--- config.mk ---
export PLATFORM = sky130hd
export DESIGN_NAME = ipv4_text_address_parser
export DESIGN_NICKNAME = d
export VERILOG_FILES = /design/src/sv/ipv4p_pkg.sv /design/src/sv/ipv4_text_address_parser.sv /design/src/sv/ipv4p_class.sv /design/src/sv/ipv4p_step.sv
export SDC_FILE = /design/constraint.sdc
export NUM_CORES = 1
export LEC_CHECK = 0
export BUFFER_PORTS_ARGS = -buffer_cell sky130_fd_sc_hd__buf_4
export CORE_UTILIZATION = 55
export CTS_BUF_LIST = sky130_fd_sc_hd__clkbuf_16
export DETAILED_ROUTE_END_ITERATION = 12
export PLACE_DENSITY = 0.83
export SLEW_MARGIN = 30
export SYNTH_ARGS = -nofsm -noshare
export SYNTH_HDL_FRONTEND = slang
export SYNTH_SLANG_ARGS = --single-unit
export TNS_END_PERCENT = 20
--- constraint.sdc ---
create_clock -name clk -period 4.3 [get_ports clk]
set_input_delay 0.43 -clock clk [delete_from_list [all_inputs] [get_ports clk]]
set_output_delay 0.43 -clock clk [all_outputs]
set_load 0.05 [all_outputs]
--- src/sv/ipv4p_pkg.sv ---
`timescale 1ns / 1ps

package ipv4p_pkg;

    // Parse modes; codes 6 and 7 are unused and behave as start
    typedef enum logic [2:0] {
        MODE_START = 3'd0,
        MODE_ZERO  = 3'd1,
        MODE_ZEROX = 3'd2,
        MODE_HEX   = 3'd3,
        MODE_QUAD  = 3'd4,
        MODE_DEC   = 3'd5
    } mode_t;

    localparam logic [2:0] ST_RUN    = 3'd0;
    localparam logic [2:0] ST_DONE   = 3'd1;
    localparam logic [2:0] ST_EMPTY  = 3'd2;
    localparam logic [2:0] ST_SYNTAX = 3'd3;
    localparam logic [2:0] ST_OVER   = 3'd4;

    localparam logic [7:0]  CHAR_NUL  = 8'h00;
    localparam logic [7:0]  CHAR_ZERO = 8'h30;
    localparam logic [7:0]  CHAR_X    = 8'h78;
    localparam logic [7:0]  CHAR_DOT  = 8'h2e;
    localparam logic [11:0] OCTET_MAX = 12'h0ff;

    typedef struct packed {
        logic       digit;
        logic       space;
        logic       punct;
        logic       term;
        logic       hex_ok;
        logic [3:0] hex_val;
    } char_class_t;

    typedef struct packed {
        mode_t       mode;
        logic [1:0]  octet_idx;
        logic [11:0] cur_octet;
        logic [31:0] acc;
        logic        prev_zero;
    } parse_state_t;

    localparam parse_state_t STATE_CLEAR = '{
        mode:      MODE_START,
        octet_idx: 2'd0,
        cur_octet: 12'd0,
        acc:       32'd0,
        prev_zero: 1'b0
    };

endpackage

--- src/sv/ipv4_text_address_parser.sv ---
`timescale 1ns / 1ps
// A character word is registered in the input stage, its result word in the
// result stage. Throughput: one word per cycle unless out_ready holds it off;
// the state loop closes through one compare-and-add step between the stages.
// Reset: rst_n asynchronous, active low; clears both stages and puts the
// parser in start mode with an empty accumulator.

module ipv4_text_address_parser (
    input  logic        clk,
    input  logic        rst_n,
    input  logic        in_valid,
    output logic        in_ready,
    input  logic [7:0]  char_code,
    output logic        out_valid,
    input  logic        out_ready,
    output logic [2:0]  status,
    output logic [31:0] address
);

    // Input stage: hold one character word
    logic       in_vld_reg;
    logic [7:0] char_reg;

    // Parse state, advanced once per word moved into the result stage
    ipv4p_pkg::parse_state_t state_reg;
    ipv4p_pkg::parse_state_t state_next;

    // Result stage
    logic        out_vld_reg;
    logic [2:0]  status_reg;
    logic [31:0] address_reg;
    logic [2:0]  status_next;
    logic [31:0] address_next;

    ipv4p_pkg::char_class_t cls;
    logic advance;

    // Advance a word when the result stage is empty or is being drained;
    // accept a fresh word whenever the input stage frees up in this cycle.
    assign advance  = in_vld_reg && (!out_vld_reg || out_ready);
    assign in_ready = !in_vld_reg || advance;

    ipv4p_class u_class (
        .char_code (char_reg),
        .cls       (cls)
    );

    ipv4p_step u_step (
        .char_code  (char_reg),
        .cls        (cls),
        .state      (state_reg),
        .state_next (state_next),
        .status     (status_next),
        .address    (address_next)
    );

    always_ff @(posedge clk or negedge rst_n)
    begin
        if (!rst_n) begin
            in_vld_reg  <= 1'b0;
            out_vld_reg <= 1'b0;
            state_reg   <= ipv4p_pkg::STATE_CLEAR;
        end else begin
            if (in_ready) begin
                in_vld_reg <= in_valid;
            end
            if (advance) begin
                out_vld_reg <= 1'b1;
                state_reg   <= state_next;
            end else if (out_ready) begin
                out_vld_reg <= 1'b0;
            end
        end
    end

    // Payload registers: load only, no reset
    always_ff @(posedge clk)
    begin
        if (in_valid && in_ready) begin
            char_reg <= char_code;
        end
        if (advance) begin
            status_reg  <= status_next;
            address_reg <= address_next;
        end
    end

    assign out_valid = out_vld_reg;
    assign status    = status_reg;
    assign address   = address_reg;

`ifndef ASSERT_OFF
    // A result other than done must carry a zero address
    a_addr_zero: assert property (@(posedge clk) disable iff (!rst_n)
        out_vld_reg && (status_reg != ipv4p_pkg::ST_DONE) |-> address_reg == 32'd0)
        else $error("address not zero on a non-done result");

    // Status codes above overflow are never produced
    a_status_range: assert property (@(posedge clk) disable iff (!rst_n)
        out_vld_reg |-> status_reg <= ipv4p_pkg::ST_OVER)
        else $error("status code out of range");

    // A final status restarts the parse
    a_restart: assert property (@(posedge clk) disable iff (!rst_n)
        advance && (status_next != ipv4p_pkg::ST_RUN)
        |=> state_reg.mode == ipv4p_pkg::MODE_START && state_reg.acc == 32'd0)
        else $error("parser not restarted after final status");

    // Dots are counted only in dotted-quad mode
    a_idx_quad: assert property (@(posedge clk) disable iff (!rst_n)
        state_reg.mode != ipv4p_pkg::MODE_QUAD |-> state_reg.octet_idx == 2'd0)
        else $error("octet index set outside dotted-quad mode");

    // Back-pressure only when both stages are full and the output stalls
    a_stall: assert property (@(posedge clk) disable iff (!rst_n)
        !in_ready |-> in_vld_reg && out_vld_reg && !out_ready)
        else $error("input stalled without cause");
`endif

endmodule

--- src/sv/ipv4p_class.sv ---
`timescale 1ns / 1ps

module ipv4p_class (
    input  logic [7:0]             char_code,
    output ipv4p_pkg::char_class_t cls
);

    logic is_lower;
    logic is_upper;

    assign is_lower = (char_code >= 8'h61) && (char_code <= 8'h66);
    assign is_upper = (char_code >= 8'h41) && (char_code <= 8'h46);

    always_comb
    begin
        cls = '0;
        case (char_code) inside
            [8'd9:8'd13], 8'd32:
                cls.space = 1'b1;
            [8'd33:8'd47], [8'd58:8'd64], [8'd91:8'd96], [8'd123:8'd126]:
                cls.punct = 1'b1;
            default:
                ;
        endcase
        cls.digit  = (char_code >= 8'h30) && (char_code <= 8'h39);
        cls.term   = (char_code == ipv4p_pkg::CHAR_NUL) || cls.space || cls.punct;
        cls.hex_ok = cls.digit || is_lower || is_upper;
        // letters a-f and A-F share the low nibble 1..6
        cls.hex_val = cls.digit ? char_code[3:0] : (char_code[3:0] + 4'd9);
    end

endmodule

--- src/sv/ipv4p_step.sv ---
`timescale 1ns / 1ps

module ipv4p_step (
    input  logic [7:0]              char_code,
    input  ipv4p_pkg::char_class_t  cls,
    input  ipv4p_pkg::parse_state_t state,
    output ipv4p_pkg::parse_state_t state_next,
    output logic [2:0]              status,
    output logic [31:0]             address
);

    logic [35:0] hex_x;
    logic [35:0] dec_x;
    logic [15:0] oct_x;
    logic [11:0] oct_new;
    logic [31:0] quad_addr;
    logic [31:0] addr_raw;
    logic        is_zero;
    logic        is_dot;
    ipv4p_pkg::parse_state_t nxt;

    assign is_zero   = (char_code == ipv4p_pkg::CHAR_ZERO);
    assign is_dot    = (char_code == ipv4p_pkg::CHAR_DOT);
    assign hex_x     = {state.acc, 4'b0000} + {32'd0, cls.hex_val};
    assign dec_x     = {1'b0, state.acc, 3'b000} + {3'b000, state.acc, 1'b0}
                     + {32'd0, char_code[3:0]};
    assign oct_x     = {1'b0, state.cur_octet, 3'b000} + {3'b000, state.cur_octet, 1'b0}
                     + {12'd0, char_code[3:0]};
    assign oct_new   = oct_x[11:0];
    assign quad_addr = (state.acc << 8) | {20'd0, state.cur_octet};

    always_comb
    begin
        nxt      = state;
        status   = ipv4p_pkg::ST_RUN;
        addr_raw = 32'd0;
        unique case (state.mode)
            ipv4p_pkg::MODE_ZERO:
            begin
                if (char_code == ipv4p_pkg::CHAR_X) begin
                    nxt.mode = ipv4p_pkg::MODE_ZEROX;
                end else if (is_dot) begin
                    nxt.mode      = ipv4p_pkg::MODE_QUAD;
                    nxt.acc       = 32'd0;
                    nxt.cur_octet = 12'd0;
                    nxt.octet_idx = 2'd1;
                end else if (cls.term) begin
                    status = ipv4p_pkg::ST_DONE;
                end else begin
                    status = ipv4p_pkg::ST_SYNTAX;
                end
            end
            ipv4p_pkg::MODE_ZEROX:
            begin
                if (cls.hex_ok) begin
                    nxt.acc  = {28'd0, cls.hex_val};
                    nxt.mode = ipv4p_pkg::MODE_HEX;
                end else begin
                    status = ipv4p_pkg::ST_SYNTAX;
                end
            end
            ipv4p_pkg::MODE_HEX:
            begin
                if (char_code == ipv4p_pkg::CHAR_NUL) begin
                    status   = ipv4p_pkg::ST_DONE;
                    addr_raw = state.acc;
                end else if (cls.hex_ok) begin
                    if (hex_x[35:32] != 4'd0) begin
                        status = ipv4p_pkg::ST_OVER;
                    end else begin
                        nxt.acc = hex_x[31:0];
                    end
                end else if (cls.term) begin
                    status   = ipv4p_pkg::ST_DONE;
                    addr_raw = state.acc;
                end else begin
                    status = ipv4p_pkg::ST_SYNTAX;
                end
            end
            ipv4p_pkg::MODE_QUAD:
            begin
                if (cls.digit) begin
                    if (state.cur_octet == 12'd0 && state.prev_zero) begin
                        status = ipv4p_pkg::ST_SYNTAX;
                    end else begin
                        nxt.cur_octet = oct_new;
                        if (oct_new > ipv4p_pkg::OCTET_MAX) begin
                            if (state.octet_idx == 2'd0) begin
                                nxt.mode = ipv4p_pkg::MODE_DEC;
                                nxt.acc  = {20'd0, oct_new};
                            end else begin
                                status = ipv4p_pkg::ST_SYNTAX;
                            end
                        end
                    end
                end else if (is_dot) begin
                    if (state.octet_idx == 2'd3) begin
                        status   = ipv4p_pkg::ST_DONE;
                        addr_raw = quad_addr;
                    end else begin
                        nxt.acc       = {8'd0, quad_addr[23:0]};
                        nxt.cur_octet = 12'd0;
                        nxt.octet_idx = state.octet_idx + 2'd1;
                    end
                end else if (cls.term && state.octet_idx == 2'd0) begin
                    status   = ipv4p_pkg::ST_DONE;
                    addr_raw = {20'd0, state.cur_octet};
                end else if (cls.term && state.octet_idx == 2'd3) begin
                    status   = ipv4p_pkg::ST_DONE;
                    addr_raw = quad_addr;
                end else begin
                    status = ipv4p_pkg::ST_SYNTAX;
                end
            end
            ipv4p_pkg::MODE_DEC:
            begin
                if (cls.term) begin
                    status   = ipv4p_pkg::ST_DONE;
                    addr_raw = state.acc;
                end else if (cls.digit) begin
                    if (dec_x[35:32] != 4'd0) begin
                        status = ipv4p_pkg::ST_OVER;
                    end else begin
                        nxt.acc = dec_x[31:0];
                    end
                end else begin
                    status = ipv4p_pkg::ST_SYNTAX;
                end
            end
            default:
            begin
                if (char_code == ipv4p_pkg::CHAR_NUL) begin
                    status = ipv4p_pkg::ST_EMPTY;
                end else if (cls.space) begin
                    // skip leading whitespace
                end else if (is_zero) begin
                    nxt.mode = ipv4p_pkg::MODE_ZERO;
                end else if (cls.digit) begin
                    nxt.mode      = ipv4p_pkg::MODE_QUAD;
                    nxt.octet_idx = 2'd0;
                    nxt.acc       = 32'd0;
                    nxt.cur_octet = {8'd0, char_code[3:0]};
                end else begin
                    status = ipv4p_pkg::ST_SYNTAX;
                end
            end
        endcase

        if (status != ipv4p_pkg::ST_RUN) begin
            state_next = ipv4p_pkg::STATE_CLEAR;
        end else begin
            state_next           = nxt;
            state_next.prev_zero = is_zero;
        end
        address = (status == ipv4p_pkg::ST_DONE) ? addr_raw : 32'd0;
    end

endmodule

; ---- Word level (Yosys, flattened, before mapping)
; Cells that the tools add are included.
[word_totals]
register_bits = 95
in_bits = 12
out_inout_bits = 37
[classes]
n_addsub = 7
magnitude_cmp = 17
eq_ne = 43
mux = 69
bitwise = 1
n_reduce_logical = 39
[ops]
columns = operator, count
row1 = $mux W32, 17
row2 = $mux W49, 4
row3 = $mux W46, 4
row4 = $pmux W32 S5, 1
row5 = $pmux W32 S3, 1
row6 = $mux W44, 2
row7 = $add A36 B4 Y36, 2
row8 = $mux W3, 21
row9 = $mux W50, 1
row10 = $pmux W14 S3, 1
row11 = $le A8 B7 Y1 const B, 5
row12 = $add A35 B33 Y36, 1
row13 = $reduce_and A11 Y1, 3
row14 = $ge A8 B7 Y1 const B, 4
row15 = $or A32 B12 Y32, 1
row16 = $eq A8 B6 Y1 const B, 3
row17 = $ge A8 B6 Y1 const B, 3
row18 = $reduce_and A19 Y1, 1
row19 = $ne A3 B2 Y1 const B, 6
row20 = $ne A3 B3 Y1 const B, 6
row21 = $le A8 B6 Y1 const B, 2
row22 = $mux W2, 8
row23 = $pmux W3 S5, 1
row24 = $logic_and A1 B1 Y1, 13
row25 = other kinds (37), 65

; ---- Longest topological paths before layout
; Gate-level depths: netlist of the first run.
[depth]
word_depth = 15
ltp_mapped = 16
ltp_nobuf = 14

; ---- Cells and area by module
; Synthesis of the first run repeated with hierarchy kept, for this count alone.
[unflattened]
cells_unflattened = 1124
area_unflattened_um2 = 9770.6
[by_module_without_submodules]
columns = mod, n_inst, cells_each, area_per_inst_um2
row1 = ipv4p_step, 1, 916, 5958.2
row2 = ipv4_text_address_parser, 1, 157, 3450.8
row3 = ipv4p_class, 1, 51, 361.6

; ---- Worst setup path before layout of the first run
; OpenSTA, ideal clock, no wires.
[synth_timing]
path_type = reg-to-reg
from = register char_reg[3]
to = register state_reg[35] (netlist name)
setup_time_ps = 82
t_arrival_ps = 4279
required_ps = 4218
setup_slack_ps = -62
stages_incl_launch_ff = 17
path_buffers = 2
synth_period_minus_slack_ps = 4362
cell_sequence = edfxtp_1 > clkbuf_1 > inv_1 > fa_1 > inv_1 > fa_1 > a211oi_1 > o21ai_0 > a21oi_1 > xnor2_1 > o41a_1 > o221ai_1 > nand4bb_1 > a311o_1 > or3_4 > buf_6 > o22ai_1
[synth_between]
elab_chain_len = 15
elab_cells_between_ends = 84
classes_between = 4 x add/sub / 17 x order compare / 13 x eq/ne / 28 x mux / 22 x reduce/logical
[synth_rtl]
columns = element, line
row1 = start: declaration, ipv4_text_address_parser.sv:22  ; logic [7:0] char_reg;
row2 = start signal: assignment, ipv4_text_address_parser.sv:80  ; char_reg <= char_code;
row3 = branches (longest 15 deep; another with $add A36 B4 Y36), -
row4 = end signal: assignment, ipv4_text_address_parser.sv:62  ; state_reg <= ipv4p_pkg::STATE_CLEAR;
row5 = end signal: assignment, ipv4_text_address_parser.sv:69  ; state_reg <= state_next;
row6 = end: declaration, ipv4_text_address_parser.sv:25  ; ipv4p_pkg::parse_state_t state_reg;
; Parallel ways; which one is timed is not known.
; A chain may end at the register's enable or synchronous reset.

; ---- Final worst setup path of the first run
[layout_timing]
from = register state_reg[19] (netlist name)
to = register state_reg[42] (netlist name)
[layout_between]
elab_chain_len = 10
elab_cells_between_ends = 25
classes_between = 3 x add/sub / 9 x eq/ne / 8 x mux / 5 x reduce/logical
[layout_rtl]
columns = element, line
row1 = $add A35 B33 Y36, ipv4p_step.sv:25  ; assign dec_x = {1'b0, state.acc, 3'b000} + {3'b000, state.acc, 1'b0}
row2 = $add A36 B4 Y36, ipv4p_step.sv:26  ; + {32'd0, char_code[3:0]};
row3 = $reduce_bool A4 Y1, ipv4p_step.sv:121  ; if (dec_x[35:32] != 4'd0) begin
row4 = $mux W3, ipv4p_step.sv:121
row5 = $mux W3, ipv4p_step.sv:120  ; end else if (cls.digit) begin
row6 = $mux W3, ipv4p_step.sv:117  ; if (cls.term) begin
row7 = $pmux W3 S5 *, ipv4p_step.sv:37  ; unique case (state.mode)
row8 = $reduce_bool A3 Y1 *, ipv4p_step.sv:149  ; if (status != ipv4p_pkg::ST_RUN) begin
row9 = $ne A4 B4 Y1 (no line) (tied with other cells), -
row10 = $reduce_and A11 Y1 (no line), -
; Every way passes the cells marked *; elsewhere a longest branch is shown, timed or not.

==> metrics.txt, run 1 <==
pins over their slew limit=0; FF+latch area=2590 um2; portion of netlist area occupied by mux cells=0.514%; port buffer count=48; Post-CTS Setup Inserts=0; clock sinks=95; Worst Hold Class=input pin to async pin; Initial Util=57.2%; Final min period=4.15 ns; Mapped Area=8030 um2; Longest Clk Path Bufs=2; CTS H-Tree Depth=3; Worst setup SP type=flip-flop; synthesis-to-finish area growth=12.8%; IR drop worst, VDD=0.183 mV; Core ar.=14000 um2; ant diodes=0; antenna violations before repair=0; clock skew=0.00824 ns; CTS tree=done; CTS clk-pin slew, worst paths=0.06 ns; Die Wd=123 um; Overflow after GRT=0; Post-Synth Adder-Cell Area=15.0%; max reg flops=50; setup violators final=0; # rows=43; Setup crit end kind=flip-flop; leakage power=0.00385 uW; top cells by area, synth=dfrtp_1 16%, edfxtp_1 16%, ha_1 14%, a21oi_1 4.5%, a22oi_1 3.7%; critical path's largest stage delay=0.50 ns; Die H=123 um; Vias/cell=6.87; top_reg_cell synth=dfrtp_1; routed length per instance=19.9 um; PwrDens=221 nW/um2; Pre-Repair DR Iteration Count=9; Synth Instances=901; period utilization=96.5%; DP Worst Slack=-0.106 ns; yosys warns=0; Yosys reg bits=95; Setup CP Type=flip-flop to flip-flop; Inserted Clock Buffers=9; area of the multi-input gates=5210 um2; number of flops mapped to enable cells by yosys=43; DRT Wirelength=22500 um; Worst-Margin Slew=0.868 ns; Starting DRT DRC Count=1067; residual DRC count=0; hpwl dp=15900 um; CTS root buf=clkbuf_16; largest family of logic cells by synthesized area=compound AO/OA/AOI/OAI gates; Max Fclk=241 MHz; largest net degree at the start of global routing=53; Fillers=1135; Synth Area in Compound Gates=28.2%; post-synthesis xor/xnor area fraction=4.03%; leading area contributor after synthesis=dfrtp_1; CP arrival=4.40 ns; critical path's most frequent cell=ha_1; CP cell instances=ha_1, ha_1, a211oi_1, o211ai_1, o21ai_0, a21oi_1, or4_1, a32oi_1, a31oi_2, a311o_1, or3_4, o32ai_2; status=complete, no violations; sequential area share after synthesis=32.3%; vias in the first global route=7226; slowest CP cell=a311o_1; Async SR Flop Fraction=54.7%; Avg Inst Size Synth=8.92 um2; die area=15100 um2; top-area cell type share of the netlist area=16.2%; Synth cell types=75; PnR worst setup slack=0.152 ns; final core utilization=64.5%; GPL Wtd Cong=0.961; Total GRT Usage=30.8%; Hold Slack=0.130 ns; max-cap viol count=0; finished layout cell area=9060 um2; first-pass GRT wire length=36300 um; CP max FO=8; Worst Path Required=4.56 ns; Routed Antenna Nets=0; slew margin rel.=41.8%; DR vias=7758; clk_lat worst skew=0.36 ns; Ports=49; nets@finish=1050; fraction of layout cells with a size suffix above 1=13.4%; Placed Area=8690 um2; Post-Synth Simple-Gate Area=15.6%; syn_nets=1007; final hold vios=0
==> final timing paths <==
kind	startpoint	end	slack, ns	cells after the start
min reg2reg	in_vld_reg$_DFFE_PN0N_	out_valid$_DFFE_PN0P_	0.51	1
max	state_reg[19]$_DFFE_PN0P_	state_reg[42]$_DFFE_PN0P_	0.15	12
max in group asynchronous	rst_n	state_reg[42]$_DFFE_PN0P_	3.71	1
min in group clk	char_code[7]	char_reg[7]$_DFFE_PP_	0.25	1
max reg2reg	state_reg[19]$_DFFE_PN0P_	state_reg[42]$_DFFE_PN0P_	0.15	12
min	rst_n	state_reg[19]$_DFFE_PN0P_	0.13	1
==> logic make-up (layout without fill, tap and decap cells) <==
group           after synthesis  count (layout)
simple gates                256             257
flops                        95              95
fa+ha+maj                    94              94
buf+inv                      89             136
mux                           4               4
compound gates              326             326
xor+xnor                     37              37
==> repair_timing <==
action / CTS / global route
hold buffers: 0 / 0
pin swaps: 0 / 7
cloned: 0 / 1
setup endpoints to repair: 12 / 49
gates resized for setup: 2 / 17
==> worst max-delay path: cells and delay by family, from the launching register on <==
| family | cells | cell delay [ns] |
|---|---|---|
| AOI/OAI and AO/OA | 8 | 1.92 |
| DFF | 1 | 0.49 |
| adders and majority gates | 2 | 0.74 |
| and+or+nand+nor | 2 | 0.91 |
==> metrics by stage <==
stage	power [uW]	instances	setup TNS, ns
6_report	2000	1129	0
2_1_floorplan	1180	901	0
3_5_place_dp	1270	1112	-0.699
3_3_place_gp	1270	1112	0
4_1_cts	1990	1128	0
5_1_grt	2050	1129	-0.0131
==> layout make-up <==
| cell class | instances | share of cell area (%) |
|---|---|---|
| inverters | 38 | 1.57 |
| multi-input cells | 718 | 57.5 |
| clock inverters | 7 | 0.387 |
| flip-flops and latches | 95 | 28.6 |
| repair buffers | 82 | 6.97 |
| clock buffers | 9 | 2.49 |
| well taps | 180 | 2.49 |
==> layout by cell type (no fill, tap or decap), drive strengths merged, types with 4 or more instances in the layout <==
| cell | Yosys | routed |
|---|---|---|
| a211o | 4 | 4 |
| a211oi | 5 | 5 |
| a21o | 14 | 14 |
| a21oi | 73 | 73 |
| a221o | 4 | 4 |
| a221oi | 10 | 10 |
| a222oi | 10 | 10 |
| a22oi | 40 | 40 |
| a31oi | 8 | 8 |
| a32oi | 5 | 5 |
| and2 | 7 | 7 |
| and3 | 7 | 7 |
| buf | 10 | 82 |
| clkbuf | 41 | 9 |
| dfrtp | 52 | 52 |
| edfxtp | 43 | 43 |
| fa | 4 | 4 |
| ha | 90 | 90 |
| inv | 36 | 40 |
| nand2 | 67 | 67 |
| nand2b | 9 | 9 |
| nand3 | 18 | 18 |
| nand4 | 12 | 12 |
| nor2 | 78 | 78 |
| nor2b | 12 | 12 |
| nor3 | 11 | 11 |
| nor4 | 4 | 4 |
| o211ai | 8 | 8 |
| o21a | 6 | 6 |
| o21ai | 51 | 51 |
| o21bai | 4 | 4 |
| o22ai | 17 | 17 |
| o2bb2ai | 33 | 33 |
| o31ai | 6 | 6 |
| or2 | 4 | 4 |
| or3 | 6 | 7 |
| xnor2 | 30 | 30 |
| xor2 | 7 | 7 |
==> Yosys cell counts (all sizes together) (14+ instances only) <==
master / count
nand3: 18
nand2: 67
o21ai: 51
edfxtp: 43
o22ai: 17
dfrtp: 52
a21oi: 73
nor2: 78
inv: 36
a22oi: 40
a21o: 14
ha: 90
xnor2: 30
o2bb2ai: 33
clkbuf: 41
==> power breakdown <==
part	internal, uW	switching, uW
sequential	981	14.2
clock	383	354
combinational	75.6	190
==> routing by layer <==
layer	up-vias	part of all wire, %	global-route usage, %
met5	-	0	0
met3	62	9.3	4.79
met2	454	46	48.7
met1	3689	42	41.9
met4	0	2.7	13.1
li1	3553	-	-
Note: power is estimated with default switching activity, not from simulation.
==> run 2: changes to the inputs <==
--- a/config.mk
+++ b/config.mk
@@ -5,11 +5,12 @@
 export SDC_FILE = /design/constraint.sdc
 export NUM_CORES = 1
 export LEC_CHECK = 0
-export BUFFER_PORTS_ARGS = -buffer_cell sky130_fd_sc_hd__buf_4
+export BUFFER_PORTS_ARGS = -buffer_cell sky130_fd_sc_hd__buf_2
 export CORE_UTILIZATION = 55
 export CTS_BUF_LIST = sky130_fd_sc_hd__clkbuf_16
 export DETAILED_ROUTE_END_ITERATION = 12
 export PLACE_DENSITY = 0.83
+export RECOVER_POWER = 50
 export SLEW_MARGIN = 30
 export SYNTH_ARGS = -nofsm -noshare
 export SYNTH_HDL_FRONTEND = slang
==> run 2 against run 1 <==
Against the previous run:
- critical path depth unchanged
- clock power up 7.6%
- critical endpoint is now state_reg[37]$_DFFE_PN0P_
- the flow now finishes with violations (max-capacitance violations, max-slew violations)
- first-iteration DRC count down 3.5%
- flip-flop and latch count unchanged
- worst hold slack better by 0.11 ns
- routed wire length down 0.38%
- total power up 1.8%
==> metrics.txt, run 2 (synthesis results as in run 1) <==
area of the multi-input gates=5210 um2 (about the same); Setup crit end kind=flip-flop; commonest non-fill, non-tap cell in the layout=ha_1; Routed Antenna Nets=0 (unchanged); Total GRT Usage=30.4% (-0.40 points); Vias/cell=6.85 (-0.37%); die area=15100 um2 (unchanged); residual DRC count=0 (unchanged); port buffer count=48 (unchanged); PwrDens=228 nW/um2 (+3.5%); CP max FO=6 (-2); Comb pwr share=12.0% (-1.3 points); ant diodes=0 (unchanged); hpwl dp=15700 um (-0.97%); Worst Hold Class=input pin to flip-flop; Hold Buf Count CTS=0 (unchanged); GPL Wtd Cong=0.955 (-0.61%); Worst setup SP type=flip-flop; max-cap viol count=2 (+2); Max Fclk=239 MHz (-0.89%); nets@finish=1050 (unchanged); Tot Pwr=2030 uW (+1.8%); Setup crit start=state_reg[37]$_DFFE_PN0P_; clock skew=0.0137 ns (+0.00548 ns); IR drop worst, VDD=0.174 mV (-4.8%); routed length per instance=19.9 um (-0.38%); final hold vios=0 (unchanged); FF+latch area=2590 um2 (unchanged); Pre-Repair DR Iteration Count=7 (-2); Worst-Margin Slew=2.99 ns (+2.12 ns); Cell Count, Final, Fillers Out=1129 (unchanged); Reg power frac=49.0% (-0.8 points); switching power=556 uW (-0.50%); antenna violations before repair=0 (unchanged); violated checks=max-capacitance violations, max-slew violations; switch share=27.3% (-0.62 points); Placed Area=8570 um2 (-1.5%); critical path's most frequent cell=ha_1; slew margin rel.=-99.4% (-140 points); Inserted Clock Buffers=9 (unchanged); DR vias=7729 (-0.37%); Setup CP Type=flip-flop to flip-flop; clock share of power=39.0% (+2.1 points); CTS root buf=clkbuf_16; HP Start=char_code[7]; FF-to-FF Start=state_reg[37]$_DFFE_PN0P_; Placed Cells incl. Taps=1111 (-0.090%); Die H=123 um (unchanged); largest net degree at the start of global routing=53 (unchanged); max reg flops=50 (unchanged); CTS clk-pin slew, worst paths=0.07 ns (about the same); Worst Path Required=4.56 ns (about the same); Longest Clk Path Bufs=2 (unchanged); pins over their slew limit=90 (+90); clk_lat worst skew=0.36 ns (about the same); first-pass GRT wire length=35800 um (-1.3%); finished layout cell area=8910 um2 (-1.7%); leakage power=0.00370 uW (-3.9%); CTS tree=done; Internal=1480 uW (+2.6%); DRT Wirelength=22400 um (-0.38%); Fillers=1192 (+5.0%); vias in the first global route=7057 (-2.3%); CP arrival=4.44 ns (+0.04 ns); Ports=49 (unchanged); most frequent cells in the layout=90 x ha_1, 75 x nor2_1, 68 x a21oi_1; clock sinks=95 (unchanged); Initial Util=57.2% (unchanged); fraction of layout cells with a size suffix above 1=9.38% (-4.0 points); Die Wd=123 um (unchanged); Starting DRT DRC Count=1030 (-3.5%); slowest CP cell=o41a_1; # rows=43 (unchanged); Final min period=4.19 ns (+0.0371 ns); synthesis-to-finish area growth=10.9%; Core ar.=14000 um2 (unchanged); period utilization=97.3% (+0.86 points); CP cell instances=ha_1, ha_1, a21oi_2, nand2_1, a221o_1, a211o_1, o41a_1, o221ai_2, nand4bb_1, a311o_2, or3_4, o32ai_1; CTS H-Tree Depth=3 (unchanged); critical path's largest stage delay=0.50 ns (about the same); status=complete, but fails checks; Overflow after GRT=0 (unchanged); setup violators final=0 (unchanged); final core utilization=63.4% (-1.1 points)
[run 2: cell type report]
type                    instances  area share, %
clock buffers                   9           2.53
clock inverters                 7          0.646
inverters                      38           1.60
multi-input cells             718           58.5
flip-flops and latches         95           29.1
well taps                     180           2.53
repair buffers                 82           5.10
[run 2: what timing repair did]
item                       in CTS  in global routing
setup endpoints to repair      12                 45
hold endpoints to repair        0                  0
gates cloned                    0                  1
pin swaps                       1                  9
buffers inserted                0                  1
resized for setup               3                 17
[run 2: path summary, 6_finish.rpt]
check / endpoint / slack, ns / depth (start not counted)
max: state_reg[37]$_DFFE_PN0P_ / 0.11 / 12
min: char_reg[7]$_DFFE_PP_ / 0.24 / 1
max reg2reg: state_reg[37]$_DFFE_PN0P_ / 0.11 / 12
max in group asynchronous: state_reg[3]$_DFFE_PN0P_ / 1.46 / 2
min in group asynchronous: state_reg[24]$_DFFE_PN0P_ / 1.16 / 2
min reg2reg: out_valid$_DFFE_PN0P_ / 0.51 / 1
[run 2: metrics by stage]
stage | hold slack [ns] | worst slack (ns) | setup TNS (ns)
floorplan | 0.134 | 0.0513 | 0
global placement | 0.478 | 0.0142 | 0
detailed placement | 0.487 | -0.104 | -0.503
CTS | 0.239 | 0.0326 | 0
global route | 0.239 | -0.0467 | -0.598
finish | 0.244 | 0.115 | 0
[run 2: metal layers]
metal | up-vias | wire length, um | GRT usage [%]
met1 | 3627 | 9390 | 42.7
li1 | 3550 | - | -
met2 | 497 | 10200 | 47.1
met5 | - | 0 | 0
met3 | 55 | 2240 | 4.37
met4 | 0 | 558 | 12.0
[run 2: power groups by stage]
stage / clock, uW / sequential, uW / combinational [uW]
after detailed placement: 0 / 1010 / 243
after global routing: 832 / 1000 / 261
after global placement: 0 / 1010 / 239
final: 793 / 996 / 245
after floorplan: 0 / 1090 / 94.2
after CTS: 800 / 994 / 245
[run 2: worst max-delay path, delay by kind of cell (launching register included)]
kind	cells	cell delay, ns
AO/OA/AOI/OAI	7	2.22
adder cells (fa/ha/maj)	2	0.63
flip-flops	1	0.48
AND/OR/NAND/NOR	3	0.75
